--- src/rtl/ieval_pkg.sv ---
// shared types and constants of the infix expression evaluator
// no dependencies; imported by every other file of the block except ieval_muldiv
`default_nettype none

package ieval_pkg;

    localparam int CHAR_WIDTH   = 8;
    localparam int RESULT_WIDTH = 32;

    localparam logic [CHAR_WIDTH-1:0] CH_SPACE = 8'h20;
    localparam logic [CHAR_WIDTH-1:0] CH_STAR  = 8'h2A;
    localparam logic [CHAR_WIDTH-1:0] CH_PLUS  = 8'h2B;
    localparam logic [CHAR_WIDTH-1:0] CH_MINUS = 8'h2D;
    localparam logic [CHAR_WIDTH-1:0] CH_SLASH = 8'h2F;
    localparam logic [CHAR_WIDTH-1:0] CH_ZERO  = 8'h30;
    localparam logic [CHAR_WIDTH-1:0] CH_NINE  = 8'h39;

    // multiplicative operator waiting for its right operand
    typedef enum logic [1:0] {
        MUL_NONE,
        MUL_MUL,
        MUL_DIV
    } ieval_mulop_t;

    // datapath action per cycle
    typedef enum logic [2:0] {
        ACT_NONE,
        ACT_CHAR,
        ACT_APPLY,
        ACT_START,
        ACT_FINAL
    } ieval_act_t;

    typedef enum logic [2:0] {
        ST_IDLE,
        ST_DECODE,
        ST_OPWAIT,
        ST_TAIL,
        ST_TAILWAIT,
        ST_EMIT
    } ieval_state_t;

    typedef struct packed {
        logic       load_char;
        ieval_act_t act;
    } ieval_cmd_t;

    typedef struct packed {
        logic is_op;
        logic last;
        logic pend_none;
        logic unit_busy;
        logic out_free;
    } ieval_status_t;

endpackage

`default_nettype wire

--- src/rtl/infix_integer_expression_eval.sv ---
// top level of the streaming infix integer expression evaluator
// depends on ieval_pkg, ieval_ctrl, ieval_dp (which holds ieval_muldiv)
//
//  channel  dir  handshake           payload
//  s_       in   s_tvalid s_tready   s_tdata[7:0] char_code, s_tlast last_char
//  m_       out  m_tvalid m_tready   m_tdata[31:0] result_value, m_tuser[0] div_zero_error
//
// a character that is not an operator, or an operator with no * or / waiting, passes
// through IDLE and DECODE; an operator that closes a waiting * or / also waits in OPWAIT
// for the bit-serial multiply / divide unit
// after the last character, TAIL starts any waiting * or / and TAILWAIT waits for it;
// EMIT then loads the result register and m_tvalid together once the output is free
// synchronous active-low reset clears the expression state; no clearing pass
// an untaken result holds off only the next result write, and s_tready with it
`default_nettype none

module infix_integer_expression_eval #(
    parameter int VALUE_WIDTH = 32
) (
    input  wire logic                                  aclk,
    input  wire logic                                  aresetn,
    input  wire logic                                  s_tvalid,
    output logic                                       s_tready,
    input  wire logic [ieval_pkg::CHAR_WIDTH-1:0]      s_tdata,   // [7:0] char_code
    input  wire logic                                  s_tlast,   // last_char
    output logic                                       m_tvalid,
    input  wire logic                                  m_tready,
    output logic [ieval_pkg::RESULT_WIDTH-1:0]         m_tdata,   // [31:0] result_value
    output logic                                       m_tuser    // [0] div_zero_error
);

    import ieval_pkg::*;

    ieval_cmd_t    cmd;
    ieval_status_t status;

    // controller: one transaction at a time, sequences the datapath
    ieval_ctrl u_ctrl (
        .aclk     (aclk),
        .aresetn  (aresetn),
        .in_valid (s_tvalid),
        .in_ready (s_tready),
        .status   (status),
        .cmd      (cmd)
    );

    // datapath: running sum, product term, digit accumulator, result register
    ieval_dp #(
        .W (VALUE_WIDTH)
    ) u_dp (
        .aclk      (aclk),
        .aresetn   (aresetn),
        .in_char   (s_tdata),
        .in_last   (s_tlast),
        .cmd       (cmd),
        .status    (status),
        .out_ready (m_tready),
        .out_valid (m_tvalid),
        .out_value (m_tdata),
        .out_err   (m_tuser)
    );

endmodule

`default_nettype wire

--- src/rtl/ieval_muldiv.sv ---
// iterative multiply / signed divide unit, one bit per cycle
// depends on nothing; used by the datapath
`default_nettype none

module ieval_muldiv #(
    parameter int W = 32
) (
    input  wire logic         aclk,
    input  wire logic         aresetn,
    input  wire logic         start,
    input  wire logic         is_div,
    input  wire logic [W-1:0] op_a,
    input  wire logic [W-1:0] op_b,
    output logic              busy,
    output logic [W-1:0]      result
);

    localparam int CW = $clog2(W);

    logic          busy_reg;
    logic          fin_reg;
    logic          div_reg;
    logic          neg_reg;
    logic          zero_reg;
    logic [CW-1:0] cnt_reg;
    logic [W-1:0]  a_reg;
    logic [W-1:0]  b_reg;
    logic [W-1:0]  acc_reg;
    logic [W-1:0]  res_reg;

    logic [W:0]    rem_sh;
    logic [W:0]    rem_diff;
    logic          qbit;
    logic [W-1:0]  mag_a;
    logic [W-1:0]  mag_b;

    assign rem_sh   = {acc_reg, a_reg[W-1]};
    assign rem_diff = rem_sh - {1'b0, b_reg};
    assign qbit     = ~rem_diff[W];
    assign mag_a    = op_a[W-1] ? (W'(0) - op_a) : op_a;
    assign mag_b    = op_b[W-1] ? (W'(0) - op_b) : op_b;

    assign busy   = busy_reg | fin_reg;
    assign result = res_reg;

    always_ff @(posedge aclk) begin
        if (!aresetn) begin
            busy_reg <= 1'b0;
            fin_reg  <= 1'b0;
        end else if (start) begin
            busy_reg <= 1'b1;
        end else if (busy_reg) begin
            if (cnt_reg == '0) begin
                busy_reg <= 1'b0;
                fin_reg  <= 1'b1;
            end
        end else if (fin_reg) begin
            fin_reg <= 1'b0;
        end
    end

    always_ff @(posedge aclk) begin
        if (start) begin
            div_reg <= is_div;
            cnt_reg <= CW'(W - 1);
            acc_reg <= '0;
            if (is_div) begin
                a_reg    <= mag_a;
                b_reg    <= mag_b;
                neg_reg  <= op_a[W-1] ^ op_b[W-1];
                zero_reg <= (op_b == '0);
            end else begin
                a_reg    <= op_a;
                b_reg    <= op_b;
                neg_reg  <= 1'b0;
                zero_reg <= 1'b0;
            end
        end else if (busy_reg) begin
            cnt_reg <= cnt_reg - 1'b1;
            if (div_reg) begin
                // restoring step: remainder in acc, quotient shifts into a
                acc_reg <= qbit ? rem_diff[W-1:0] : rem_sh[W-1:0];
                a_reg   <= {a_reg[W-2:0], qbit};
            end else begin
                // shift-add, low half of the product only
                if (b_reg[0]) begin
                    acc_reg <= acc_reg + a_reg;
                end
                a_reg <= {a_reg[W-2:0], 1'b0};
                b_reg <= {1'b0, b_reg[W-1:1]};
            end
        end else if (fin_reg) begin
            if (!div_reg) begin
                res_reg <= acc_reg;
            end else if (zero_reg) begin
                res_reg <= '0;
            end else begin
                res_reg <= neg_reg ? (W'(0) - a_reg) : a_reg;
            end
        end
    end

    a_start_idle: assert property (@(posedge aclk) disable iff (!aresetn)
        start |-> !busy_reg && !fin_reg)
        else $error("muldiv started while busy");

    a_phase_excl: assert property (@(posedge aclk) disable iff (!aresetn)
        !(busy_reg && fin_reg))
        else $error("muldiv iterate and finish phases overlap");

endmodule

`default_nettype wire

--- src/rtl/ieval_dp.sv ---
// datapath: expression state registers, digit accumulator, result register
// depends on ieval_pkg and ieval_muldiv
`default_nettype none

module ieval_dp #(
    parameter int W = 32
) (
    input  wire logic                                aclk,
    input  wire logic                                aresetn,
    input  wire logic [ieval_pkg::CHAR_WIDTH-1:0]    in_char,
    input  wire logic                                in_last,
    input  wire ieval_pkg::ieval_cmd_t               cmd,
    output ieval_pkg::ieval_status_t                 status,
    input  wire logic                                out_ready,
    output logic                                     out_valid,
    output logic [ieval_pkg::RESULT_WIDTH-1:0]       out_value,
    output logic                                     out_err
);

    import ieval_pkg::*;

    logic [CHAR_WIDTH-1:0]   char_reg;
    logic                    last_reg;
    logic [W-1:0]            sum_reg;
    logic [W-1:0]            prod_reg;
    logic [W-1:0]            cur_reg;
    logic                    sign_reg;
    ieval_mulop_t            pend_reg;
    logic                    stopped_reg;
    logic                    derr_reg;
    logic                    out_valid_reg;
    logic [RESULT_WIDTH-1:0] out_value_reg;
    logic                    out_err_reg;

    logic                    is_space;
    logic                    is_star;
    logic                    is_slash;
    logic                    is_minus;
    logic                    is_plus;
    logic                    is_digit;
    logic [3:0]              digit;
    logic [W-1:0]            cur_digit;
    logic                    close_dz;
    logic                    unit_busy;
    logic [W-1:0]            unit_res;
    logic [W-1:0]            term;
    logic [W-1:0]            sum_add;
    logic [RESULT_WIDTH-1:0] sum_ext;
    logic [CHAR_WIDTH-1:0]   digit_full;

    always_comb begin
        is_space   = (char_reg == CH_SPACE);
        is_star    = (char_reg == CH_STAR);
        is_slash   = (char_reg == CH_SLASH);
        is_minus   = (char_reg == CH_MINUS);
        is_plus    = (char_reg == CH_PLUS);
        is_digit   = char_reg inside {[CH_ZERO:CH_NINE]};
        digit_full = char_reg - CH_ZERO;
        digit      = digit_full[3:0];
    end

    // cur * 10 + digit as two shifted adds
    assign cur_digit = {cur_reg[W-4:0], 3'b000} + {cur_reg[W-2:0], 1'b0}
                     + {{(W-4){1'b0}}, digit};

    assign close_dz = (pend_reg == MUL_DIV) && (cur_reg == '0);
    assign term     = (pend_reg == MUL_NONE) ? cur_reg : unit_res;
    assign sum_add  = sign_reg ? (sum_reg - term) : (sum_reg + term);

    generate
        if (W >= RESULT_WIDTH) begin : g_trunc
            assign sum_ext = sum_add[RESULT_WIDTH-1:0];
        end else begin : g_sext
            assign sum_ext = {{(RESULT_WIDTH-W){sum_add[W-1]}}, sum_add};
        end
    endgenerate

    ieval_muldiv #(
        .W (W)
    ) u_muldiv (
        .aclk    (aclk),
        .aresetn (aresetn),
        .start   (cmd.act == ACT_START),
        .is_div  (pend_reg == MUL_DIV),
        .op_a    (prod_reg),
        .op_b    (cur_reg),
        .busy    (unit_busy),
        .result  (unit_res)
    );

    always_ff @(posedge aclk) begin
        if (!aresetn) begin
            sum_reg     <= '0;
            prod_reg    <= '0;
            cur_reg     <= '0;
            sign_reg    <= 1'b0;
            pend_reg    <= MUL_NONE;
            stopped_reg <= 1'b0;
            derr_reg    <= 1'b0;
        end else begin
            case (cmd.act)
                ACT_CHAR: begin
                    if (is_digit && !stopped_reg) begin
                        cur_reg <= cur_digit;
                    end else if (!is_space) begin
                        stopped_reg <= 1'b1;
                    end
                end
                ACT_APPLY: begin
                    derr_reg    <= derr_reg | close_dz;
                    cur_reg     <= '0;
                    stopped_reg <= 1'b0;
                    if (is_star || is_slash) begin
                        prod_reg <= term;
                        pend_reg <= is_star ? MUL_MUL : MUL_DIV;
                    end else begin
                        sum_reg  <= sum_add;
                        sign_reg <= is_minus;
                        pend_reg <= MUL_NONE;
                    end
                end
                ACT_FINAL: begin
                    sum_reg     <= '0;
                    prod_reg    <= '0;
                    cur_reg     <= '0;
                    sign_reg    <= 1'b0;
                    pend_reg    <= MUL_NONE;
                    stopped_reg <= 1'b0;
                    derr_reg    <= 1'b0;
                end
                default: begin
                end
            endcase
        end
    end

    always_ff @(posedge aclk) begin
        if (!aresetn) begin
            out_valid_reg <= 1'b0;
        end else if (cmd.act == ACT_FINAL) begin
            out_valid_reg <= 1'b1;
        end else if (out_ready) begin
            out_valid_reg <= 1'b0;
        end
    end

    always_ff @(posedge aclk) begin
        if (cmd.load_char) begin
            char_reg <= in_char;
            last_reg <= in_last;
        end
        if (cmd.act == ACT_FINAL) begin
            out_err_reg   <= derr_reg | close_dz;
            out_value_reg <= (derr_reg | close_dz) ? '0 : sum_ext;
        end
    end

    always_comb begin
        status.is_op     = is_star | is_slash | is_plus | is_minus;
        status.last      = last_reg;
        status.pend_none = (pend_reg == MUL_NONE);
        status.unit_busy = unit_busy;
        status.out_free  = !out_valid_reg || out_ready;
    end

    assign out_valid = out_valid_reg;
    assign out_value = out_value_reg;
    assign out_err   = out_err_reg;

    a_final_free: assert property (@(posedge aclk) disable iff (!aresetn)
        (cmd.act == ACT_FINAL) |-> (!out_valid_reg || out_ready))
        else $error("result written over an untaken result");

endmodule

`default_nettype wire

--- src/rtl/ieval_ctrl.sv ---
// controller state machine: sequences character decode, operator closing and result
// depends on ieval_pkg
`default_nettype none

module ieval_ctrl (
    input  wire logic                      aclk,
    input  wire logic                      aresetn,
    input  wire logic                      in_valid,
    output logic                           in_ready,
    input  wire ieval_pkg::ieval_status_t  status,
    output ieval_pkg::ieval_cmd_t          cmd
);

    import ieval_pkg::*;

    ieval_state_t state_reg;
    ieval_state_t state_next;

    always_ff @(posedge aclk) begin
        if (!aresetn) begin
            state_reg <= ST_IDLE;
        end else begin
            state_reg <= state_next;
        end
    end

    always_comb begin
        state_next    = state_reg;
        in_ready      = 1'b0;
        cmd.load_char = 1'b0;
        cmd.act       = ACT_NONE;
        case (state_reg)
            ST_IDLE: begin
                in_ready = 1'b1;
                if (in_valid) begin
                    cmd.load_char = 1'b1;
                    state_next    = ST_DECODE;
                end
            end
            ST_DECODE: begin
                if (status.is_op && !status.pend_none) begin
                    cmd.act    = ACT_START;
                    state_next = ST_OPWAIT;
                end else begin
                    cmd.act    = status.is_op ? ACT_APPLY : ACT_CHAR;
                    state_next = status.last ? ST_TAIL : ST_IDLE;
                end
            end
            ST_OPWAIT: begin
                if (!status.unit_busy) begin
                    cmd.act    = ACT_APPLY;
                    state_next = status.last ? ST_TAIL : ST_IDLE;
                end
            end
            ST_TAIL: begin
                if (!status.pend_none) begin
                    cmd.act    = ACT_START;
                    state_next = ST_TAILWAIT;
                end else begin
                    state_next = ST_EMIT;
                end
            end
            ST_TAILWAIT: begin
                if (!status.unit_busy) begin
                    state_next = ST_EMIT;
                end
            end
            ST_EMIT: begin
                if (status.out_free) begin
                    cmd.act    = ACT_FINAL;
                    state_next = ST_IDLE;
                end
            end
            default: begin
                state_next = ST_IDLE;
            end
        endcase
    end

    a_accept_decode: assert property (@(posedge aclk) disable iff (!aresetn)
        (in_valid && in_ready) |=> (state_reg == ST_DECODE))
        else $error("accepted character not decoded next cycle");

endmodule

`default_nettype wire

--- config.mk ---
export PLATFORM = sky130hd
export DESIGN_NAME = infix_integer_expression_eval
export DESIGN_NICKNAME = d
export VERILOG_FILES = /design/src/rtl/ieval_pkg.sv /design/src/rtl/infix_integer_expression_eval.sv /design/src/rtl/ieval_muldiv.sv /design/src/rtl/ieval_dp.sv /design/src/rtl/ieval_ctrl.sv
export SDC_FILE = /design/constraint.sdc
export NUM_CORES = 1
export LEC_CHECK = 0
export BUFFER_PORTS_ARGS = -buffer_cell sky130_fd_sc_hd__buf_2
export CELL_PAD_IN_SITES_DETAIL_PLACEMENT = 1
export CELL_PAD_IN_SITES_GLOBAL_PLACEMENT = 1
export CORE_ASPECT_RATIO = 0.9
export CORE_MARGIN = 1
export CORE_UTILIZATION = 49
export CTS_CLUSTER_DIAMETER = 30
export DETAILED_ROUTE_END_ITERATION = 10
export GPL_ROUTABILITY_DRIVEN = 0
export PLACE_DENSITY_LB_ADDON = 0.25
export SYNTH_ARGS = -nofsm -noshare
export SYNTH_HDL_FRONTEND = slang
export SYNTH_SLANG_ARGS = --single-unit
--- constraint.sdc ---
create_clock -name aclk -period 7.3 [get_ports aclk]
set_clock_uncertainty 0.2 [all_clocks]
set_input_delay 2.19 -clock aclk [delete_from_list [all_inputs] [get_ports aclk]]
set_output_delay 2.19 -clock aclk [all_outputs]
set_load 0.01 [all_outputs]
Yosys cells after proc, flatten, opt, wreduce, memory -nomap -nowiden
Index checks and enable logic that the tools add are counted.
- register bits after elaboration: 285
- bits in latches: 0
- bits in writable memories: 0
- memory bits (read-only): 0
- bits of input ports: 13
- output and inout port bits: 35
- memories kept: 0
- add/subtract/negate cells: 11
- multipliers: 0
- divide/modulo/power cells: 0
- magnitude comparators: 2
- equality and inequality tests: 26
- shifts and indexed selects: 0
- multiplexer cells: 57
- bitwise gates (word level): 9
- reductions and logical operators: 28
- operator list (kind ; count):
    $mux W32 ; 20
    $pmux W32 S2 ; 3
    $add A32 B32 Y32 ; 3
    $sub A1 B32 Y32 const A ; 3
    $eq A8 B6 Y1 const B ; 5
    $sub A33 B32 Y33 ; 1
    $add A32 B4 Y32 ; 1
    $logic_not A32 Y1 ; 1
    $sub A32 B32 Y32 ; 1
    $mux W3 ; 7
    $pmux W3 S6 ; 1
    $ne A2 B2 Y1 const B ; 8
    $mux W1 ; 15
    $eq A3 B2 Y1 const B ; 4
    $mux W2 ; 6
    $pmux W3 S4 ; 1
    $reduce_and A2 Y1 ; 6
    $reduce_bool A2 Y1 ; 5
    $eq A3 B3 Y1 const B ; 3
    $ge A8 B6 Y1 const B ; 1
    $le A8 B6 Y1 const B ; 1
    $eq A3 B1 Y1 const B ; 2
    $ne A2 B1 Y1 const B ; 3
    $pmux W1 S2 ; 3
    16 further kinds ; 29

Depth between registers and ports, before layout
- depth in word-level cells: 11
- depth in mapped cells: 22
- depth with buffers taken out: 19

Hierarchy
Synthesis repeated with hierarchy kept, for this count alone.
- cells, all modules: 2549
- area total of the unflattened synthesis: 21460.6 um^2
- modules (own cells, without submodules) (module ; times used ; cells an instance ; area an instance (um^2)):
    ieval_muldiv ; 1 ; 1328 ; 11310.8
    ieval_dp ; 1 ; 1180 ; 9854.5
    ieval_ctrl ; 1 ; 41 ; 295.3

Worst setup path before layout
Ideal clock, no wire load.
- path kind: register -> register
- start point: register u_dp.pend_reg[0]
- end point: register u_dp.out_value_reg[24], in the netlist u_dp.out_value[24] (data pin)
- arrival: 4721 ps
- required time: 6834 ps
- slack: 2113 ps
- stages on the path, launching flop included: 21
- cells stage by stage: dfxtp_1 > buf_2 > or2_1 > buf_2 > buf_2 > buf_2 > buf_2 > buf_1 > mux2i_1 > nor2_1 > xor2_1 > fa_1 > a211oi_1 > o21ai_0 > a311o_1 > a211oi_1 > o21ai_0 > a2111oi_0 > a21oi_1 > xnor2_1 > nor2_1
- longest elaborated chain between the ends: 4
- elaborated cells on any way between the ends: 8
- RTL lines (what ; line ; RTL):
    start: declaration ; ieval_dp.sv:28 ; ieval_mulop_t pend_reg;
    start signal: assignment ; ieval_dp.sv:115 ; pend_reg <= is_star ? MUL_MUL : MUL_DIV;
    $logic_not A2 Y1 ; ieval_dp.sv:67 ; assign term = (pend_reg == MUL_NONE) ? cur_reg : unit_res;
    $mux W32 ; ieval_dp.sv:67 ;
    $add A32 B32 Y32 / $sub A32 B32 Y32 (equally long branches) ; ieval_dp.sv:68 ; assign sum_add = sign_reg ? (sum_reg - term) : (sum_reg + term);
    $mux W32 ; ieval_dp.sv:68 ;
    end signal: assignment ; ieval_dp.sv:154 ; out_value_reg <= (derr_reg | close_dz) ? '0 : sum_ext;
    end: declaration ; ieval_dp.sv:32 ; logic [RESULT_WIDTH-1:0] out_value_reg;
Parallel ways exist; a longest one is shown, timed or not.
A chain may end at the register's enable or synchronous reset.

Worst setup path after layout
Ends and elaborated chain as after synthesis.

==> impl_metrics.ini <==
[status]
status = finished clean

[sta]
finalSetupViolations = 0
worst_slew_pin_slew_ns = 1.37
period_minus_slack_ns = 6.22
fin_setup_tns_ns = 0
fmax_mhz = 161
hold_viol = 0
rsz0062_at_grt = no
drv_slew = 0
period_share_pct = 85.2
slew_headroom_pct = 7.67

[synth]
synth_edf_count = 141
synth_nets = 2627
synth_ff_type = dfxtp_1
netlist.area_leader.share_pct = 20.3
ys_ff_latch = 285
ys_seq_area_share_pct = 34.2
synthArstFlopShare_pct = 0
yosysWarningCount = 0
syn_area_per_cell_um2 = 8.49
ys_top_cells_by_count = nor2_1 (292), a21oi_1 (198), nand2_1 (195)
netlist_area_um2 = 20800
synth.most_common_cell = nor2_1
synth_top_cell_by_area = edfxtp_1
ys_types = 82
synth_area_leaders = edfxtp_1 (20%), dfxtp_1 (14%), ha_1 (9.4%)
synth_cells = 2452

[place]
hpwl_um = 52100
portBuffers = 47

[min_path]
min_path_type = flop to flop

[route]
drtAntennaViolNets = 0
via_per_inst = 6.47
vias = 19900
wl_um = 75400
drc = 0
detail_route.wl_per_cell_um = 24.5
drt_iter0_drc = 1574
drt_first_pass_iters = 6

[clock_tree]
cts_max_path_buffers = 3
cts-htree-levels = 3
ctsHoldBuffers = 0
root_buffer = clkbuf_16
post-cts-setup-buffers = 0
cts_resized = 0
numCtsBuffers = 76
cts_sinks = 285
tritoncts = yes
insertion_delay_ns = 0.61
cts.clk_slew.worst_paths_ns = 0.05

[floorplan]
core-area_um2 = 41800
num_io_pins = 48
initial_core_util_pct = 49.8
die-width_um = 219
dieHeight_um = 198
rows = 71
die_area_um2 = 43300

[power_and_ir_drop]
vdd_drop_max_mv = 0.266
power_w = 0.00609
p_leak_nw = 9.99
power.density_nw_per_um2 = 252

[layout]
drive_above_1_share_pct = 9.54
layout.nets = 2651
syn_to_final_growth_pct = 16.1
antennaDiodeCount = 0

[job]
drv_cap = 0

[critical_path]
endpoint_kind = flop
path_max_fanout = 34
cp.arrival_ns = 6.33
cp.required_ns = 7.41
critPathKind = flop to flop
worst_setup_path_start_kind = flop

[global_route]
grt_first_pass_wirelength_um = 117000
first_global_vias = 21000
grt-ovfl-total = 0
grt_max_degree = 103
antenna_found_initial = 0
track_usage_pct = 34.8
[per-stage QoR]
step | hold slack [ns] | area [µm²] | setup slack [ns] | util [%] | instances
floorplan | 0.251 | 20800 | 2.11 | - | 2452
global placement | 0.261 | 21500 | 1.75 | 51.4 | 2945
detailed placement | 0.277 | 21500 | 1.39 | 51.4 | 2945
CTS | 0.283 | 24200 | 1.21 | 57.8 | 3083
global route | 0.320 | 24200 | 0.649 | 57.8 | 3083
finish | 0.284 | 24200 | 1.08 | 57.8 | 3083
[per-layer routing]
layer / share of wire, % / vias up / global-route usage [%] / wire [µm]
li1: - / 9019 / - / -
met1: 42 / 9945 / 43.3 / 31500
met2: 47 / 738 / 57.0 / 35200
met3: 6.9 / 230 / 7.04 / 5190
met4: 4.7 / 0 / 17.5 / 3550
met5: 0 / - / 0 / 0
[worst paths after layout]
path	start	to	slack, ns	cells after the start
setup / recovery	u_dp.pend_reg[0]$_SDFFE_PN0N_	u_dp.out_value[24]$_SDFFCE_PP0P_	1.08	19
hold / removal	u_dp.sum_reg[17]$_SDFFE_PN0P_	u_dp.sum_reg[17]$_SDFFE_PN0P_	0.28	2
setup reg to reg	u_dp.pend_reg[0]$_SDFFE_PN0N_	u_dp.out_value[24]$_SDFFCE_PP0P_	1.08	19
hold reg to reg	u_dp.sum_reg[17]$_SDFFE_PN0P_	u_dp.sum_reg[17]$_SDFFE_PN0P_	0.28	2
[critical path: stages, from the launching register on]
cell and delay, ns:
dfxtp_1 0.51, or2_2 0.34, buf_4 0.52, o21a_1 0.30, nand4_1 0.32, nor4_1 0.79
nand2_1 0.13, nor2_1 0.23, a21oi_1 0.12, xor2_1 0.21, ha_1 0.37, a21oi_1 0.24
o21a_1 0.18, nand2_1 0.08, a211oi_1 0.28, o21ai_0 0.18, a2111oi_0 0.53, a21oi_1 0.10
xnor2_1 0.23, nor2_1 0.07
[area by class of cell]
cell class              count  area [µm²]
clock buffers              91        2090
inverters                  90         338
multi-input cells        1944       12900
clock inverters            47         574
well taps                 547         684
fillers                  4838       17700
repair buffers             79         475
flip-flops and latches    285        7120
[placed cells by master, fill, tap and decap left out, types with 81 or more instances in the layout]
cell type    n
xor2_1     133
nor2_1     291
edfxtp_1   141
o21ai_0    169
a21oi_1    198
dfxtp_1    144
xnor2_1    100
inv_1       85
clkbuf_16   81
ha_1       157
nand2_1    194
[kinds of logic (layout without fill, tap and decap cells)]
logic type,after synthesis,after routing,share of synthesized area (%)
AND/OR/NAND/NOR,758,758,16.9
multiplexers,57,57,2.79
AO/OA/AOI/OAI,733,733,22.3
XOR/XNOR,234,234,9.84
adder cells (fa/ha/maj),162,162,9.92
buffers and inverters,223,307,4.07
flip-flops,285,285,34.2
[power by group]
| part | switching [W] | total, W | leakage, nW | internal [W] |
|---|---|---|---|---|
| registers | 0.0000275 | 0.00177 | 2.45 | 0.00175 |
| logic | 0.000495 | 0.000797 | 6.27 | 0.000303 |
| clock network | 0.00109 | 0.00352 | 1.27 | 0.00243 |
(Power assumes the default switching activity.)
